`config.mk`:
```
export PLATFORM = sky130hd
export DESIGN_NAME = icmp_probe_reply_classifier
export DESIGN_NICKNAME = d
export VERILOG_FILES = /design/src/icpr_pkg.sv /design/src/icmp_probe_reply_classifier.sv /design/src/icpr_cfg_regs.sv /design/src/icpr_parser.sv /design/src/icpr_out_stage.sv
export SDC_FILE = /design/constraint.sdc
export NUM_CORES = 1
export LEC_CHECK = 0
export BUFFER_PORTS_ARGS = -buffer_cell sky130_fd_sc_hd__buf_2
export CAP_MARGIN = 20
export CORE_ASPECT_RATIO = 0.7
export CORE_MARGIN = 8
export CORE_UTILIZATION = 40
export CTS_BUF_LIST = sky130_fd_sc_hd__clkbuf_4
export CTS_CLUSTER_DIAMETER = 50
export DETAILED_ROUTE_END_ITERATION = 16
export PLACE_DENSITY = 0.66
export SLEW_MARGIN = 20
export SYNTH_ARGS = -nofsm -noshare
export SYNTH_HDL_FRONTEND = slang
export SYNTH_SLANG_ARGS = --single-unit
```
`constraint.sdc`:
```
create_clock -name clk -period 20.2 [get_ports clk]
set_input_delay 3.03 -clock clk [delete_from_list [all_inputs] [get_ports clk]]
set_output_delay 3.03 -clock clk [all_outputs]
set_load 0.005 [all_outputs]
```
`src/icpr_pkg.sv`:
```
package icpr_pkg;

	// Default depth of the receive buffer in bytes.
	localparam int unsigned DEF_MAX_PACKET_BYTES = 2048;

	// Protocol codes that the classifier looks for.
	localparam logic [7:0] ICMP_TYPE_TIME_EXCEEDED = 8'd11;
	localparam logic [7:0] ICMP_CODE_IN_TRANSIT    = 8'd0;
	localparam logic [7:0] ICMP_TYPE_UNREACHABLE   = 8'd3;
	localparam logic [7:0] ICMP_CODE_PORT          = 8'd3;
	localparam logic [7:0] IP_PROTOCOL_UDP         = 8'd17;

	// Byte offsets relative to the start of the ICMP header.
	localparam logic [7:0] OFS_CODE      = 8'd1;
	localparam logic [7:0] OFS_INNER_HDR = 8'd8;
	localparam logic [7:0] OFS_PROTOCOL  = 8'd17;

	// Minimum packet lengths beyond the outer header.
	localparam logic [7:0] LEN_ICMP_HDR   = 8'd8;
	localparam logic [7:0] LEN_QUOTED_HDR = 8'd28;
	localparam logic [7:0] LEN_PORTS      = 8'd12;

	// Register file.
	localparam int unsigned CFG_ADDR_W = 3;
	localparam logic [15:0] BASE_DEST_PORT_RESET = 16'd33434;

	typedef enum logic {
		REG_SOURCE_PORT    = 1'b0,
		REG_BASE_DEST_PORT = 1'b1
	} reg_index_t;

	typedef enum logic [1:0] {
		VERDICT_NO_MATCH      = 2'd0,
		VERDICT_TIME_EXCEEDED = 2'd1,
		VERDICT_PORT_UNREACH  = 2'd2,
		VERDICT_OTHER_UNREACH = 2'd3
	} verdict_t;

	typedef struct packed {
		logic [15:0] source_port;
		logic [15:0] base_dest_port;
	} cfg_t;

	typedef struct packed {
		verdict_t   verdict;
		logic [7:0] msg_type;
		logic [7:0] msg_code;
	} result_t;

endpackage

```
`src/icmp_probe_reply_classifier.sv`:
```
// Classifies a received IPv4 packet as a reply to an outstanding UDP probe.
// The packet arrives on the input channel one byte per request in wire order;
// last_byte marks its final byte and probe_seq is sampled with the first.
// On the final byte one result request leaves on the output channel with the
// verdict and the ICMP type and code bytes; other bytes give no result.
// Each byte passes through an input register and one stage of field capture
// and match logic; a byte can be taken in every cycle while no final byte is
// held there; the result enters the output register as that byte moves on.
// When the receiver stalls, the result waits in the output register and the
// bytes of the next packet keep flowing; only the next final byte is held
// until the output register has been emptied.
// The APB port sets the probe source port (address 0) and the base
// destination port (address 4); write them only while no packet is in flight.
// Reset empties both registers, clears the packet state and loads the
// register defaults; no clearing pass follows it. Bytes beyond
// MAX_PACKET_BYTES are dropped.
module icmp_probe_reply_classifier #(
	parameter int unsigned MAX_PACKET_BYTES = icpr_pkg::DEF_MAX_PACKET_BYTES
) (
	input  logic                            clk,
	input  logic                            arst_n,
	input  logic                            in_valid,
	output logic                            in_stall,
	input  logic [7:0]                      packet_byte,
	input  logic                            last_byte,
	input  logic [15:0]                     probe_seq,
	output logic                            out_valid,
	input  logic                            out_stall,
	output logic [1:0]                      verdict,
	output logic [7:0]                      msg_type,
	output logic [7:0]                      msg_code,
	input  logic                            psel,
	input  logic                            penable,
	input  logic                            pwrite,
	input  logic [icpr_pkg::CFG_ADDR_W-1:0] paddr,
	input  logic [31:0]                     pwdata,
	output logic [31:0]                     prdata,
	output logic                            pready
);

	icpr_pkg::cfg_t    cfg;
	icpr_pkg::result_t result;
	logic              res_valid;
	logic              res_free;

	icpr_cfg_regs u_cfg_regs (
		.clk     (clk),
		.arst_n  (arst_n),
		.psel    (psel),
		.penable (penable),
		.pwrite  (pwrite),
		.paddr   (paddr),
		.pwdata  (pwdata),
		.prdata  (prdata),
		.pready  (pready),
		.cfg     (cfg)
	);

	icpr_parser #(
		.MAX_PACKET_BYTES (MAX_PACKET_BYTES)
	) u_parser (
		.clk       (clk),
		.arst_n    (arst_n),
		.in_valid  (in_valid),
		.in_stall  (in_stall),
		.in_byte   (packet_byte),
		.in_last   (last_byte),
		.in_seq    (probe_seq),
		.cfg       (cfg),
		.res_free  (res_free),
		.res_valid (res_valid),
		.result    (result)
	);

	icpr_out_stage u_out_stage (
		.clk       (clk),
		.arst_n    (arst_n),
		.res_valid (res_valid),
		.result    (result),
		.res_free  (res_free),
		.out_valid (out_valid),
		.out_stall (out_stall),
		.verdict   (verdict),
		.msg_type  (msg_type),
		.msg_code  (msg_code)
	);

endmodule

```
`src/icpr_cfg_regs.sv`:
```
module icpr_cfg_regs (
	input  logic                               clk,
	input  logic                               arst_n,
	input  logic                               psel,
	input  logic                               penable,
	input  logic                               pwrite,
	input  logic [icpr_pkg::CFG_ADDR_W-1:0]    paddr,
	input  logic [31:0]                        pwdata,
	output logic [31:0]                        prdata,
	output logic                               pready,
	output icpr_pkg::cfg_t                     cfg
);

	icpr_pkg::reg_index_t index;

	assign index  = icpr_pkg::reg_index_t'(paddr[2]);
	assign pready = 1'b1;

	// Register writes complete in the access phase.
	always_ff @(posedge clk or negedge arst_n) begin
		if (!arst_n) begin
			cfg.source_port    <= 16'd0;
			cfg.base_dest_port <= icpr_pkg::BASE_DEST_PORT_RESET;
		end else if (psel && penable && pwrite && pready) begin
			unique case (index)
				icpr_pkg::REG_SOURCE_PORT:    cfg.source_port    <= pwdata[15:0];
				icpr_pkg::REG_BASE_DEST_PORT: cfg.base_dest_port <= pwdata[15:0];
				default: ;
			endcase
		end
	end

	// Read back the selected register.
	always_comb begin
		unique case (index)
			icpr_pkg::REG_SOURCE_PORT:    prdata = {16'd0, cfg.source_port};
			icpr_pkg::REG_BASE_DEST_PORT: prdata = {16'd0, cfg.base_dest_port};
			default:                      prdata = 32'd0;
		endcase
	end

endmodule

```
`src/icpr_parser.sv`:
```
module icpr_parser #(
	parameter int unsigned MAX_PACKET_BYTES = icpr_pkg::DEF_MAX_PACKET_BYTES
) (
	input  logic              clk,
	input  logic              arst_n,
	input  logic              in_valid,
	output logic              in_stall,
	input  logic [7:0]        in_byte,
	input  logic              in_last,
	input  logic [15:0]       in_seq,
	input  icpr_pkg::cfg_t    cfg,
	input  logic              res_free,
	output logic              res_valid,
	output icpr_pkg::result_t result
);

	localparam int unsigned CW = $clog2(MAX_PACKET_BYTES + 1);
	localparam int unsigned XW = CW + 8;

	// Input register.
	logic        valid_s1;
	logic [7:0]  byte_s1;
	logic        last_s1;
	logic [15:0] seq_s1;

	// Per-packet state.
	logic [CW-1:0] count_q;
	logic [5:0]    outer_len_q;
	logic [7:0]    type_q;
	logic [7:0]    code_q;
	logic [5:0]    inner_len_q;
	logic [7:0]    proto_q;
	logic [15:0]   src_port_q;
	logic [15:0]   dst_port_q;
	logic [15:0]   exp_port_q;

	logic          advance;
	logic          load;
	logic          first;
	logic          absorb;
	logic [5:0]    len_from_byte;
	logic [XW-1:0] pos_x;
	logic [XW-1:0] h_x;
	logic [XW-1:0] q_x;
	logic [XW-1:0] n_x;
	logic [CW-1:0] count_n;
	logic [5:0]    outer_len_n;
	logic [7:0]    type_n;
	logic [7:0]    code_n;
	logic [5:0]    inner_len_n;
	logic [7:0]    proto_n;
	logic [15:0]   src_port_n;
	logic [15:0]   dst_port_n;
	logic [15:0]   exp_port_n;
	logic          exceeded;
	logic          unreach;
	logic          too_short;
	logic          quote_short;
	logic          ports_ok;

	// A byte moves on unless it ends a packet and the result slot is full.
	assign advance  = valid_s1 && (!last_s1 || res_free);
	assign in_stall = valid_s1 && !advance;
	assign load     = in_valid && !in_stall;

	always_ff @(posedge clk or negedge arst_n) begin
		if (!arst_n) begin
			valid_s1 <= 1'b0;
		end else if (load) begin
			valid_s1 <= 1'b1;
		end else if (advance) begin
			valid_s1 <= 1'b0;
		end
	end

	always_ff @(posedge clk) begin
		if (load) begin
			byte_s1 <= in_byte;
			last_s1 <= in_last;
			seq_s1  <= in_seq;
		end
	end

	// Field capture for the byte at the current position.
	always_comb begin
		first         = (count_q == '0);
		absorb        = (count_q < CW'(MAX_PACKET_BYTES));
		len_from_byte = {byte_s1[3:0], 2'b00};
		pos_x         = XW'(count_q);

		outer_len_n = first ? len_from_byte : outer_len_q;
		h_x         = XW'(outer_len_n);

		type_n = (absorb && pos_x == h_x) ? byte_s1 : type_q;
		code_n = (absorb && pos_x == h_x + XW'(icpr_pkg::OFS_CODE)) ? byte_s1 : code_q;
		inner_len_n = (absorb && pos_x == h_x + XW'(icpr_pkg::OFS_INNER_HDR)) ?
			len_from_byte : inner_len_q;
		proto_n = (absorb && pos_x == h_x + XW'(icpr_pkg::OFS_PROTOCOL)) ?
			byte_s1 : proto_q;

		q_x = h_x + XW'(icpr_pkg::OFS_INNER_HDR) + XW'(inner_len_n);
		src_port_n[15:8] = (absorb && pos_x == q_x) ? byte_s1 : src_port_q[15:8];
		src_port_n[7:0]  = (absorb && pos_x == q_x + XW'(1)) ? byte_s1 : src_port_q[7:0];
		dst_port_n[15:8] = (absorb && pos_x == q_x + XW'(2)) ? byte_s1 : dst_port_q[15:8];
		dst_port_n[7:0]  = (absorb && pos_x == q_x + XW'(3)) ? byte_s1 : dst_port_q[7:0];

		exp_port_n = first ? 16'(cfg.base_dest_port + seq_s1) : exp_port_q;
		count_n    = absorb ? (count_q + CW'(1)) : count_q;
	end

	// Length and match rules on the state after this byte.
	always_comb begin
		n_x         = XW'(count_n);
		too_short   = (n_x < h_x + XW'(icpr_pkg::LEN_ICMP_HDR));
		quote_short = (n_x < h_x + XW'(icpr_pkg::LEN_QUOTED_HDR)) ||
			(n_x < h_x + XW'(icpr_pkg::LEN_PORTS) + XW'(inner_len_n));
		exceeded = (type_n == icpr_pkg::ICMP_TYPE_TIME_EXCEEDED) &&
			(code_n == icpr_pkg::ICMP_CODE_IN_TRANSIT);
		unreach  = (type_n == icpr_pkg::ICMP_TYPE_UNREACHABLE);
		ports_ok = (proto_n == icpr_pkg::IP_PROTOCOL_UDP) &&
			(src_port_n == cfg.source_port) && (dst_port_n == exp_port_n);

		priority if (too_short || (!exceeded && !unreach) || quote_short || !ports_ok) begin
			result.verdict = icpr_pkg::VERDICT_NO_MATCH;
		end else if (exceeded) begin
			result.verdict = icpr_pkg::VERDICT_TIME_EXCEEDED;
		end else if (code_n == icpr_pkg::ICMP_CODE_PORT) begin
			result.verdict = icpr_pkg::VERDICT_PORT_UNREACH;
		end else begin
			result.verdict = icpr_pkg::VERDICT_OTHER_UNREACH;
		end
		result.msg_type = type_n;
		result.msg_code = code_n;
	end

	assign res_valid = advance && last_s1;

	// State update; a final byte clears everything for the next packet.
	always_ff @(posedge clk or negedge arst_n) begin
		if (!arst_n) begin
			count_q     <= '0;
			outer_len_q <= 6'd0;
			type_q      <= 8'd0;
			code_q      <= 8'd0;
			inner_len_q <= 6'd0;
			proto_q     <= 8'd0;
			src_port_q  <= 16'd0;
			dst_port_q  <= 16'd0;
			exp_port_q  <= 16'd0;
		end else if (advance) begin
			if (last_s1) begin
				count_q     <= '0;
				outer_len_q <= 6'd0;
				type_q      <= 8'd0;
				code_q      <= 8'd0;
				inner_len_q <= 6'd0;
				proto_q     <= 8'd0;
				src_port_q  <= 16'd0;
				dst_port_q  <= 16'd0;
				exp_port_q  <= 16'd0;
			end else begin
				count_q     <= count_n;
				outer_len_q <= outer_len_n;
				type_q      <= type_n;
				code_q      <= code_n;
				inner_len_q <= inner_len_n;
				proto_q     <= proto_n;
				src_port_q  <= src_port_n;
				dst_port_q  <= dst_port_n;
				exp_port_q  <= exp_port_n;
			end
		end
	end

	// An empty input register never holds off the sender.
	a_no_stall_when_empty: assert property (@(posedge clk) disable iff (!arst_n)
		!valid_s1 |-> !in_stall)
		else $error("input stalled with an empty input register");

	// Bytes inside a packet are never held back by the output side.
	a_mid_packet_flows: assert property (@(posedge clk) disable iff (!arst_n)
		(valid_s1 && !last_s1) |-> !in_stall)
		else $error("mid-packet byte stalled");

	// The byte count restarts after every final byte.
	a_count_restarts: assert property (@(posedge clk) disable iff (!arst_n)
		(advance && last_s1) |=> (count_q == '0))
		else $error("byte count not cleared after final byte");

	// The byte count saturates at the buffer size.
	a_count_bounded: assert property (@(posedge clk) disable iff (!arst_n)
		count_q <= CW'(MAX_PACKET_BYTES))
		else $error("byte count beyond buffer size");

endmodule

```
`src/icpr_out_stage.sv`:
```
module icpr_out_stage (
	input  logic              clk,
	input  logic              arst_n,
	input  logic              res_valid,
	input  icpr_pkg::result_t result,
	output logic              res_free,
	output logic              out_valid,
	input  logic              out_stall,
	output logic [1:0]        verdict,
	output logic [7:0]        msg_type,
	output logic [7:0]        msg_code
);

	logic              valid_q;
	icpr_pkg::result_t result_q;

	// The slot takes a new result once the old one is gone or leaving.
	assign res_free = !valid_q || !out_stall;

	always_ff @(posedge clk or negedge arst_n) begin
		if (!arst_n) begin
			valid_q <= 1'b0;
		end else if (res_free) begin
			valid_q <= res_valid;
		end
	end

	always_ff @(posedge clk) begin
		if (res_free && res_valid) begin
			result_q <= result;
		end
	end

	assign out_valid = valid_q;
	assign verdict   = result_q.verdict;
	assign msg_type  = result_q.msg_type;
	assign msg_code  = result_q.msg_code;

endmodule
```
==> metrics, run 1 <==
path class of the lowest-slack min-delay path=reg2reg; detailed-route wire length per cell=20.4 um; count of state elements after synthesis=173; setup repair after global routing missed its margin=no; vias in the first global route=9,198; number of flops mapped to enable cells by yosys=43; total count of max-transition violations in the final report=0; DRC viols=0; Worst Setup End Kind=register; area inside the core boundary=28,800 um2; cells after synthesis=1,241; DR vias/cell=5.84; family with the most delay on the worst path=simple AND/OR/NAND/NOR gates; number of buffers and inverters on the critical path=3; mean instance size in the synthesized netlist=9.39 um2; maximum net fanout on the critical path=11; number of hold buffers added after cts=0; delay contributed by the slowest stage of the critical path=0.73 ns; number of buffers created by CTS=17; Crit path top cell by count=sky130_fd_sc_hd__ha_1; First DRT Iteration DRCs=1,151; leakage component of the power=5.51 nW; clock slew seen by the registers of the worst setup and hold paths=0.17 ns; filler cell count in the final layout=2,793; sequential element share of the synthesized area=39.1%; worst-case reg-to-reg path depth=26; Die Ht=159 um; post-synth design cell area=11,700 um2; end of the worst hold path=u_parser.dst_port_q[4]; maximum number of pins on one net before global-route repair=76; transition time at the pin with the least slew margin=1.02 ns; total half-perimeter wirelength after legalization and detailed placement=25,000 um; post-synthesis cell type count=94; Fin Clk Skew=0.0342 ns; number of top-level design ports=120; Hold Violations, Final=0; H-tree Lvls=4; total global routing overflow=0; CP max stage cell=sky130_fd_sc_hd__nand4bb_1; root buffer cell=sky130_fd_sc_hd__clkbuf_4; worst hold slack=0.492 ns; Total Nets Final=1,420; number of cells upsized or downsized after cts=0; GRT Resource Usage Total=19.5%; Post-Route Setup TNS=0 ns; worst vdd rail ir drop=0.0484 mV; TritonCTS clock tree=built; area of all sequential standard cells=4550 um2; Max Root-Sink Buffers=2; Final period util=47.0%; startpoint of the worst register-to-register path=u_parser.count_q[1]; critical path startpoint category=register; flip-flop cell with the highest count after synthesis=sky130_fd_sc_hd__dfrtp_1; Power Density=102 nW/um2; initial standard-cell utilization of the core=40.5%; die extent in x=220 um; terminus of the critical flop-to-flop path=u_out_stage.verdict[0]; critical hold path startpoint=u_parser.dst_port_q[4]; relative slew slack=31.8%; proportion of layout cells with a drive suffix above 1=18.0%; antenna violations before repair=2; signed area change from the synthesized netlist to the final layout=8.58%; count of buffers inserted at the top-level ports=84; data arrival time of the worst path=10.00 ns; post-detailed-routing wire length=34,500 um; maximum operating frequency=0.105 GHz; final setup violation count=0; ys async rst share=75.1%; outcome=complete, no violations; required time of the worst setup path=20.71 ns; final antenna-violating net count=0; post-CTS repair timing setup buffer count=0; multi-input gate area in the final layout=6590 um2; first drt pass iteration count=6; die area=34,900 um2; count of max-cap constraint violations=0; Stages on worst setup path=26; global-route wire length before repair=53,800 um; total number of yosys warnings=0; shortest period the worst path allows=9.49 ns; number of vias after detailed routing=9,856; FP Rows=52; Sinks on Clock Net=173; worst reg-to-reg setup slack=10.71 ns; routability-driven placement congestion ratio=0.893; clock insertion delay at the later pin of the skew report=0.67 ns; Worst Hold Path Cells=1; start-to-end type of the worst setup path=reg2reg
## cell usage after synthesis, types with 8 or more instances
| cell type | count | area [um2] |
|---|---|---|
| sky130_fd_sc_hd__a211oi_1 | 8 | 60.1 |
| sky130_fd_sc_hd__a21o_1 | 15 | 113 |
| sky130_fd_sc_hd__a21oi_1 | 74 | 370 |
| sky130_fd_sc_hd__a22o_1 | 18 | 158 |
| sky130_fd_sc_hd__a22oi_1 | 21 | 158 |
| sky130_fd_sc_hd__a31oi_1 | 12 | 75.1 |
| sky130_fd_sc_hd__and2_1 | 11 | 68.8 |
| sky130_fd_sc_hd__and3_1 | 12 | 75.1 |
| sky130_fd_sc_hd__buf_2 | 12 | 60.1 |
| sky130_fd_sc_hd__buf_4 | 17 | 128 |
| sky130_fd_sc_hd__clkbuf_1 | 45 | 169 |
| sky130_fd_sc_hd__dfrtp_1 | 124 | 3100 |
| sky130_fd_sc_hd__edfxtp_1 | 43 | 1290 |
| sky130_fd_sc_hd__ha_1 | 55 | 688 |
| sky130_fd_sc_hd__inv_1 | 49 | 184 |
| sky130_fd_sc_hd__mux2_2 | 63 | 709 |
| sky130_fd_sc_hd__mux2i_1 | 17 | 170 |
| sky130_fd_sc_hd__nand2_1 | 134 | 503 |
| sky130_fd_sc_hd__nand2b_1 | 9 | 56.3 |
| sky130_fd_sc_hd__nand3_1 | 27 | 135 |
| sky130_fd_sc_hd__nand4_1 | 9 | 56.3 |
| sky130_fd_sc_hd__nor2_1 | 62 | 233 |
| sky130_fd_sc_hd__nor2b_1 | 21 | 131 |
| sky130_fd_sc_hd__nor3_1 | 22 | 110 |
| sky130_fd_sc_hd__nor4_1 | 17 | 106 |
| sky130_fd_sc_hd__o21ai_0 | 118 | 591 |
| sky130_fd_sc_hd__o22ai_1 | 14 | 87.6 |
| sky130_fd_sc_hd__xnor2_1 | 45 | 394 |
| sky130_fd_sc_hd__xor2_1 | 26 | 228 |
## through the flow
step | util [%] | power, mW | area [um2] | std cells | setup slack [ns]
2_1_floorplan | - | 0.916 | 11700 | 1256 | 11.37
3_3_place_gp | 42.9 | 1.06 | 12300 | 1652 | 10.64
3_5_place_dp | 43.0 | 1.07 | 12400 | 1654 | 10.51
5_1_grt | 44.0 | 1.38 | 12700 | 1688 | 10.19
6_report | 44.0 | 1.29 | 12700 | 1688 | 10.71
4_1_cts | 43.9 | 1.28 | 12600 | 1686 | 10.44
## logic make-up after synthesis
family | count (synthesis) | share of synthesized area (%)
buf+inv | 131 | 5.04
simple gates | 363 | 15.8
fa+ha+maj | 57 | 6.25
mux | 81 | 7.68
flops | 173 | 39.1
other cells | 2 | 0.0645
xor+xnor | 74 | 5.81
compound gates | 360 | 20.3
## cell usage in the layout (no fill, tap or decap), drive strengths merged, types with 17 or more instances in the layout
cell type | Yosys | routed
ha | 55 | 55
clkbuf | 45 | 17
dfrtp | 124 | 124
inv | 50 | 58
mux2i | 17 | 17
xnor2 | 46 | 46
a22oi | 21 | 21
a21oi | 74 | 74
nor3 | 25 | 25
a22o | 18 | 18
nand3 | 27 | 27
mux2 | 64 | 64
buf | 35 | 101
xor2 | 27 | 27
nor2 | 62 | 62
nand2 | 135 | 135
o21ai | 122 | 122
nor4 | 19 | 19
edfxtp | 43 | 43
conb | 2 | 17
nor2b | 21 | 21
## power by group
part	internal [mW]	switching [mW]	leakage, nW
Combinational	0.241	0.350	3.24
Clock	0.0654	0.145	0.151
Sequential	0.428	0.0614	2.12
## how the worst max path moves through the flow
| stage | start | to | slack (ns) |
|---|---|---|---|
| after floorplan | u_parser.count_q[1] | u_out_stage.verdict[0] | 11.37 |
| after global placement | u_parser.count_q[1] | u_out_stage.verdict[1] | 10.64 |
| after detailed placement | u_parser.count_q[1] | u_out_stage.verdict[0] | 10.51 |
| after CTS | u_parser.count_q[1] | u_out_stage.verdict[0] | 10.44 |
| after global routing | u_parser.count_q[1] | u_out_stage.verdict[1] | 10.19 |
| final | u_parser.count_q[1] | u_out_stage.verdict[0] | 10.71 |
## registers in the layout (all words and copies together) (netlist names), 8 cells and up
name	flops
u_parser.count_q	12
u_cfg_regs.cfg	32
u_parser.proto_q	8
u_parser.exp_port_q	16
u_parser.dst_port_q	16
u_parser.code_q	8
u_out_stage.msg_type	8
u_parser.byte_s1	8
u_out_stage.msg_code	8
u_parser.src_port_q	16
u_parser.seq_s1	16
u_parser.type_q	8
## routing by layer
metal | global-route usage [%] | part of all wire, % | vias up
li1 | - | - | 4608
met1 | 30.8 | 49 | 4848
met2 | 25.9 | 41 | 372
met3 | 4.50 | 9.0 | 26
met4 | 4.36 | 1.0 | 2
met5 | 0 | 0.038 | -
## area by class of cell
type,instances,share of cell area (%)
sequential,173,36.0
antenna,1,0.0198
clock inverter,15,1.19
tap,378,3.74
multi-input combinational,952,52.0
clock buffer,17,1.01
inverter,51,1.52
timing repair buffer,101,4.50
No activity file was read; power rests on OpenSTA's default activity.
==> run 2, diff against run 1 <==
Clock period 20.2 ns to 9.55 ns, I/O delays scaled along.
==> run 2 against run 1 <==
  * Global-route usage increased by 0.087 points
  * Critical path depth up 2
  * Cell area rose by 0.30%
  * Wire length is 0.31% higher
  * Combinational power up 110%
  * Sequential share of layout area decreased by 0.11 points
  * Die area stayed put
  * Highest routed layer is now met4
==> metrics, run 2 (synthesis gave the netlist of run 1 again) <==
outcome=complete, no violations; area inside the core boundary=28,800 um2; P_int=1.56 mW; CP max stage cell=sky130_fd_sc_hd__or4b_2; Fin Clk Skew=0.0293 ns; family with the most delay on the worst path=simple AND/OR/NAND/NOR gates; count of buffers inserted at the top-level ports=84; Top Metal Used=met4; relative contribution of combinational cells to total power=46.2%; worst-case reg-to-reg path depth=28; Hold Violations, Final=0; H-tree Lvls=4; critical hold path startpoint=u_parser.dst_port_q[4]; required time of the worst setup path=10.08 ns; detailed-route wire length per cell=20.4 um; number of hold buffers added after cts=0; die area=34,900 um2; First DRT Iteration DRCs=1,290; antenna violations before repair=2; leakage component of the power=5.53 nW; routed metal-1 wire length=16,900 um; cell area after layout=12,700 um2; number of buffers created by CTS=17; delay contributed by the slowest stage of the critical path=0.65 ns; Final period util=93.5%; commonest non-fill, non-tap cell in the layout=sky130_fd_sc_hd__nand2_1; transition time at the pin with the least slew margin=0.955 ns; signed area change from the synthesized netlist to the final layout=8.90%; critical path startpoint category=register; share of total power in the clock network=15.9%; Power Density=216 nW/um2; worst reg-to-reg setup slack=0.62 ns; total global routing overflow=0; shortest period the worst path allows=8.93 ns; die extent in x=220 um; initial standard-cell utilization of the core=40.5%; max FFs per register=32; post-CTS repair timing setup buffer count=0; number of vias after detailed routing=9,959; count of max-cap constraint violations=0; final setup violation count=0; setup repair after global routing missed its margin=no; sequential fraction of design power=37.9%; FP Rows=52; clock slew seen by the registers of the worst setup and hold paths=0.17 ns; global-route wire length before repair=53,800 um; relative slew slack=35.9%; most used cells in the layout excluding fill and tap cells=sky130_fd_sc_hd__nand2_1 (133), sky130_fd_sc_hd__dfrtp_1 (124), sky130_fd_sc_hd__o21ai_0 (118), sky130_fd_sc_hd__buf_2 (83), sky130_fd_sc_hd__a21oi_1 (74); proportion of layout cells with a drive suffix above 1=18.4%; total count of max-transition violations in the final report=0; number of top-level design ports=120; DRC viols=0; Sinks on Clock Net=173; register bank with the most flops=u_cfg_regs.cfg; total net switching power=1.18 mW; Die Ht=159 um; first drt pass iteration count=6; root buffer cell=sky130_fd_sc_hd__clkbuf_4; Post-Route Setup TNS=0 ns; Post-DP Area=12,400 um2; worst vdd rail ir drop=0.0756 mV; met2 wire length=13,900 um; maximum net fanout on the critical path=18; path class of the lowest-slack min-delay path=reg2reg; Worst Setup End Kind=register; share of total power consumed by net switching=43.0%; number of buffers and inverters on the critical path=5; GRT Resource Usage Total=19.6%; startpoint of the worst register-to-register path=u_parser.count_q[1]; terminus of the critical flop-to-flop path=u_out_stage.verdict[1]; DR vias/cell=5.88; TritonCTS clock tree=built; clock insertion delay at the later pin of the skew report=0.65 ns; Crit path top cell by count=sky130_fd_sc_hd__ha_1; data arrival time of the worst path=9.46 ns; Worst Hold Path Cells=1; end of the worst hold path=u_parser.dst_port_q[4]; Max Root-Sink Buffers=2; total half-perimeter wirelength after legalization and detailed placement=25,200 um; maximum number of pins on one net before global-route repair=67; Total Nets Final=1,427; start-to-end type of the worst setup path=reg2reg; post-detailed-routing wire length=34,600 um; wire length on met3=3300 um; final antenna-violating net count=0; maximum operating frequency=0.112 GHz; vias in the first global route=9,344; routability-driven placement congestion ratio=0.906; filler cell count in the final layout=2,792
run 2: worst register-to-register path: cells and delay by family (launching register included):
kind                       cells  cell delay [ns]
and+or+nand+nor                9             3.34
adders and majority gates      5             1.60
xor gates and xnor gates       1             0.15
DFF                            1             0.58
buffers and inverters          5             1.04
AOI/OAI and AO/OA              8             2.11
run 2: layer usage:
metal	GRT usage, %	vias up
met5	0	-
met4	4.75	0
met3	4.80	46
met2	26.0	436
met1	30.7	4842
li1	-	4635
run 2: layout make-up:
class,count,area (um2),share of cell area [%]
clock buffers,18,135,1.06
clock inverters,14,134,1.06
diodes,1,2.50,0.0197
multi-input cells,952,6590,51.9
well taps,378,473,3.73
repair buffers,108,614,4.84
flip-flops and latches,173,4550,35.9
inverters,51,193,1.52
run 2: timing repair:
action,4_1_cts,5_1_grt
endpoints found under the setup margin,0,2
hold endpoints to repair,0,0
gates resized for setup,0,2
run 2: worst max path at each step:
stage / slack, ns / cells past startpoint / to / start
finish: 0.62 / 28 / u_out_stage.verdict[1] / u_parser.count_q[1]
global route: 0.03 / 28 / u_out_stage.verdict[0] / u_parser.count_q[1]
CTS: 0.65 / 27 / u_out_stage.verdict[0] / u_parser.count_q[1]
detailed placement: 0.76 / 28 / u_out_stage.verdict[0] / u_parser.count_q[1]
global placement: 0.83 / 28 / u_out_stage.verdict[1] / u_parser.count_q[1]
floorplan: 0.72 / 32 / u_out_stage.verdict[0] / u_parser.count_q[1]
run 2: power by group through the flow:
stage | clock network, mW | registers [mW] | logic, mW
2_1_floorplan | 0 | 1.00 | 0.936
3_3_place_gp | 0 | 1.04 | 1.21
3_5_place_dp | 0 | 1.05 | 1.24
4_1_cts | 0.446 | 1.03 | 1.24
5_1_grt | 0.474 | 1.06 | 1.39
6_report | 0.436 | 1.04 | 1.27
run 2: metrics by stage:
| step | setup slack, ns | hold WS [ns] | std cells | power (mW) | utilization [%] |
|---|---|---|---|---|---|
| 6_report | 0.623 | 0.492 | 1695 | 2.74 | 44.1 |
| 5_1_grt | 0.0294 | 0.519 | 1695 | 2.92 | 44.1 |
| 3_5_place_dp | 0.761 | 0.460 | 1660 | 2.29 | 43.1 |
| 3_3_place_gp | 0.826 | 0.455 | 1660 | 2.26 | 43.1 |
| 4_1_cts | 0.645 | 0.494 | 1692 | 2.72 | 44.0 |
| 2_1_floorplan | 0.716 | 0.443 | 1256 | 1.94 | - |
==> run 3, diff against run 2 <==
Settings changed: REMOVE_ABC_BUFFERS set to 1.
Clock period 9.55 ns to 8.84 ns, I/O delays scaled along.
==> run 3 against run 2 <==
  * Clock-buffer cell count up 2
  * Register-to-register slack worse by 0.26 ns
  * Final cell count up 0.65%
  * Flip-flop and latch count unchanged
  * Clock power up 14%
  * Critical endpoint is now u_out_stage.verdict[0]
  * Largest power group unchanged
==> metrics, run 3 (synthesis gave the netlist of run 1 again) <==
transition time at the pin with the least slew margin=0.940 ns; minimum setup slack after placement=0.397 ns; Hold Violations, Final=0; DRC viols=0; worst vdd rail ir drop=0.113 mV; commonest non-fill, non-tap cell in the layout=sky130_fd_sc_hd__nand2_1; Total Nets Final=1,438; H-tree Lvls=4; die area=34,900 um2; CP max stage cell=sky130_fd_sc_hd__or4_4; root buffer cell=sky130_fd_sc_hd__clkbuf_4; count of buffers inserted at the top-level ports=84; number of buffers created by CTS=17; most used cells in the layout excluding fill and tap cells=sky130_fd_sc_hd__nand2_1 (133), sky130_fd_sc_hd__dfrtp_1 (124), sky130_fd_sc_hd__o21ai_0 (118), sky130_fd_sc_hd__buf_2 (83), sky130_fd_sc_hd__a21oi_1 (74); chain of cells forming the critical path=or4_4 -> o41ai_4 -> o21ai_2 -> ha_1 -> xnor2_1 -> or4b_2 -> nor3b_1 -> buf_4 -> mux2_2 -> ha_1 -> nand2b_1 -> o2bb2ai_1 -> xnor3_1 -> a2111oi_0 -> nand4bb_1 -> mux2i_1 -> a211o_1 -> a221oi_1 -> o2111ai_1 -> or4b_1 -> nor4_1 -> and4_1; critical path startpoint category=register; required time of the worst setup path=9.34 ns; DR vias/cell=5.81; maximum operating frequency=0.118 GHz; number of vias after detailed routing=9,918; area of all sequential standard cells=4550 um2; multi-input gate area in the final layout=6590 um2; antenna violations before repair=0; vias in the first global route=9,370; Fin Clk Skew=0.0306 ns; Sinks on Clock Net=173; clock slew seen by the registers of the worst setup and hold paths=0.16 ns; max FFs per register=32; routed metal-1 wire length=17,000 um; detailed-route wire length per cell=20.2 um; post-detailed-routing wire length=34,500 um; delay contributed by the slowest stage of the critical path=0.73 ns; Post-Route Setup TNS=0 ns; clock insertion delay at the later pin of the skew report=0.63 ns; shortest period the worst path allows=8.48 ns; maximum net fanout on the critical path=11; Post-DP Area=12,400 um2; global-route wire length before repair=54,500 um; count of max-cap constraint violations=0; setup repair after global routing missed its margin=no; post-layout total power=2.99 mW; Worst Hold Path Cells=2; final antenna-violating net count=0; start-to-end type of the worst setup path=reg2reg; Final period util=95.9%; met2 wire length=14,600 um; routability-driven placement congestion ratio=0.939; Max Root-Sink Buffers=2; proportion of layout cells with a drive suffix above 1=18.8%; total global routing overflow=0; TritonCTS clock tree=built; relative slew slack=37.0%; worst hold slack=0.495 ns; register bank with the most flops=u_cfg_regs.cfg; maximum number of pins on one net before global-route repair=71; GRT Resource Usage Total=19.6%; wire length on met3=2530 um; total half-perimeter wirelength after legalization and detailed placement=25,600 um; final setup violation count=0; signed area change from the synthesized netlist to the final layout=9.86%; initial standard-cell utilization of the core=40.5%; Final WS setup=0.365 ns; area inside the core boundary=28,800 um2; First DRT Iteration DRCs=1,075; die extent in x=220 um; Power Density=234 nW/um2; total count of max-transition violations in the final report=0; worst-case reg-to-reg path depth=22; filler cell count in the final layout=2,815; FP Rows=52; Crit path top cell by count=sky130_fd_sc_hd__ha_1; outcome=complete, no violations; Worst Setup End Kind=register; data arrival time of the worst path=8.97 ns; first drt pass iteration count=5; cell area after layout=12,800 um2; Top Metal Used=met4; path class of the lowest-slack min-delay path=reg2reg; leakage component of the power=5.61 nW; Die Ht=159 um; number of top-level design ports=120
## run 3: repair_timing
item / in CTS / in global routing
hold buffers: 0 / 0
setup buffers: 0 / 5
setup endpoints to repair: 0 / 2
gates resized for setup: 0 / 1
## run 3: area by class of cell
class / count / area share [%]
Sequential cell: 173 / 35.6
Antenna cell: 1 / 0.0195
Clock buffer: 20 / 1.17
Tap cell: 378 / 3.69
Timing Repair Buffer: 119 / 5.47
Inverter: 51 / 1.51
Clock inverter: 12 / 1.12
Multi-Input combinational cell: 952 / 51.5
## run 3: critical path: cells and delay by family (launching register included)
family	cells	cell delay, ns
multiplexers	2	0.61
flip-flops	1	0.60
AO/OA/AOI/OAI	7	2.23
buffers and inverters	1	0.19
XOR/XNOR	2	0.57
adder cells (fa/ha/maj)	2	0.78
AND/OR/NAND/NOR	8	3.34
## run 3: power breakdown
group,internal (mW),total (mW),switching [mW]
clock network,0.204,0.497,0.293
registers,0.979,1.11,0.134
logic,0.572,1.38,0.807
## run 3: per-stage QoR
stage / std cells / util (%)
finish: 1706 / 44.5
global placement: 1666 / 43.2
floorplan: 1176 / -
global route: 1705 / 44.5
CTS: 1699 / 44.3
detailed placement: 1667 / 43.3
## run 3: path summary, 6_finish.rpt
kind / startpoint / end / slack, ns
max: u_parser.count_q[11] / u_out_stage.verdict[0] / 0.36
min: u_parser.exp_port_q[7] / u_parser.exp_port_q[7] / 0.49
max reg2reg: u_parser.count_q[11] / u_out_stage.verdict[0] / 0.36
min reg2reg: u_parser.exp_port_q[7] / u_parser.exp_port_q[7] / 0.49
max in group asynchronous: arst_n / u_parser.src_port_q[1] / 6.84
min in group asynchronous: arst_n / u_parser.count_q[9] / 0.69
## run 3: routing by layer
layer | GRT usage [%] | vias to the layer above
met3 | 3.66 | 34
met2 | 27.9 | 341
met1 | 30.0 | 4889
li1 | - | 4654
met5 | 0 | -
met4 | 4.30 | 0
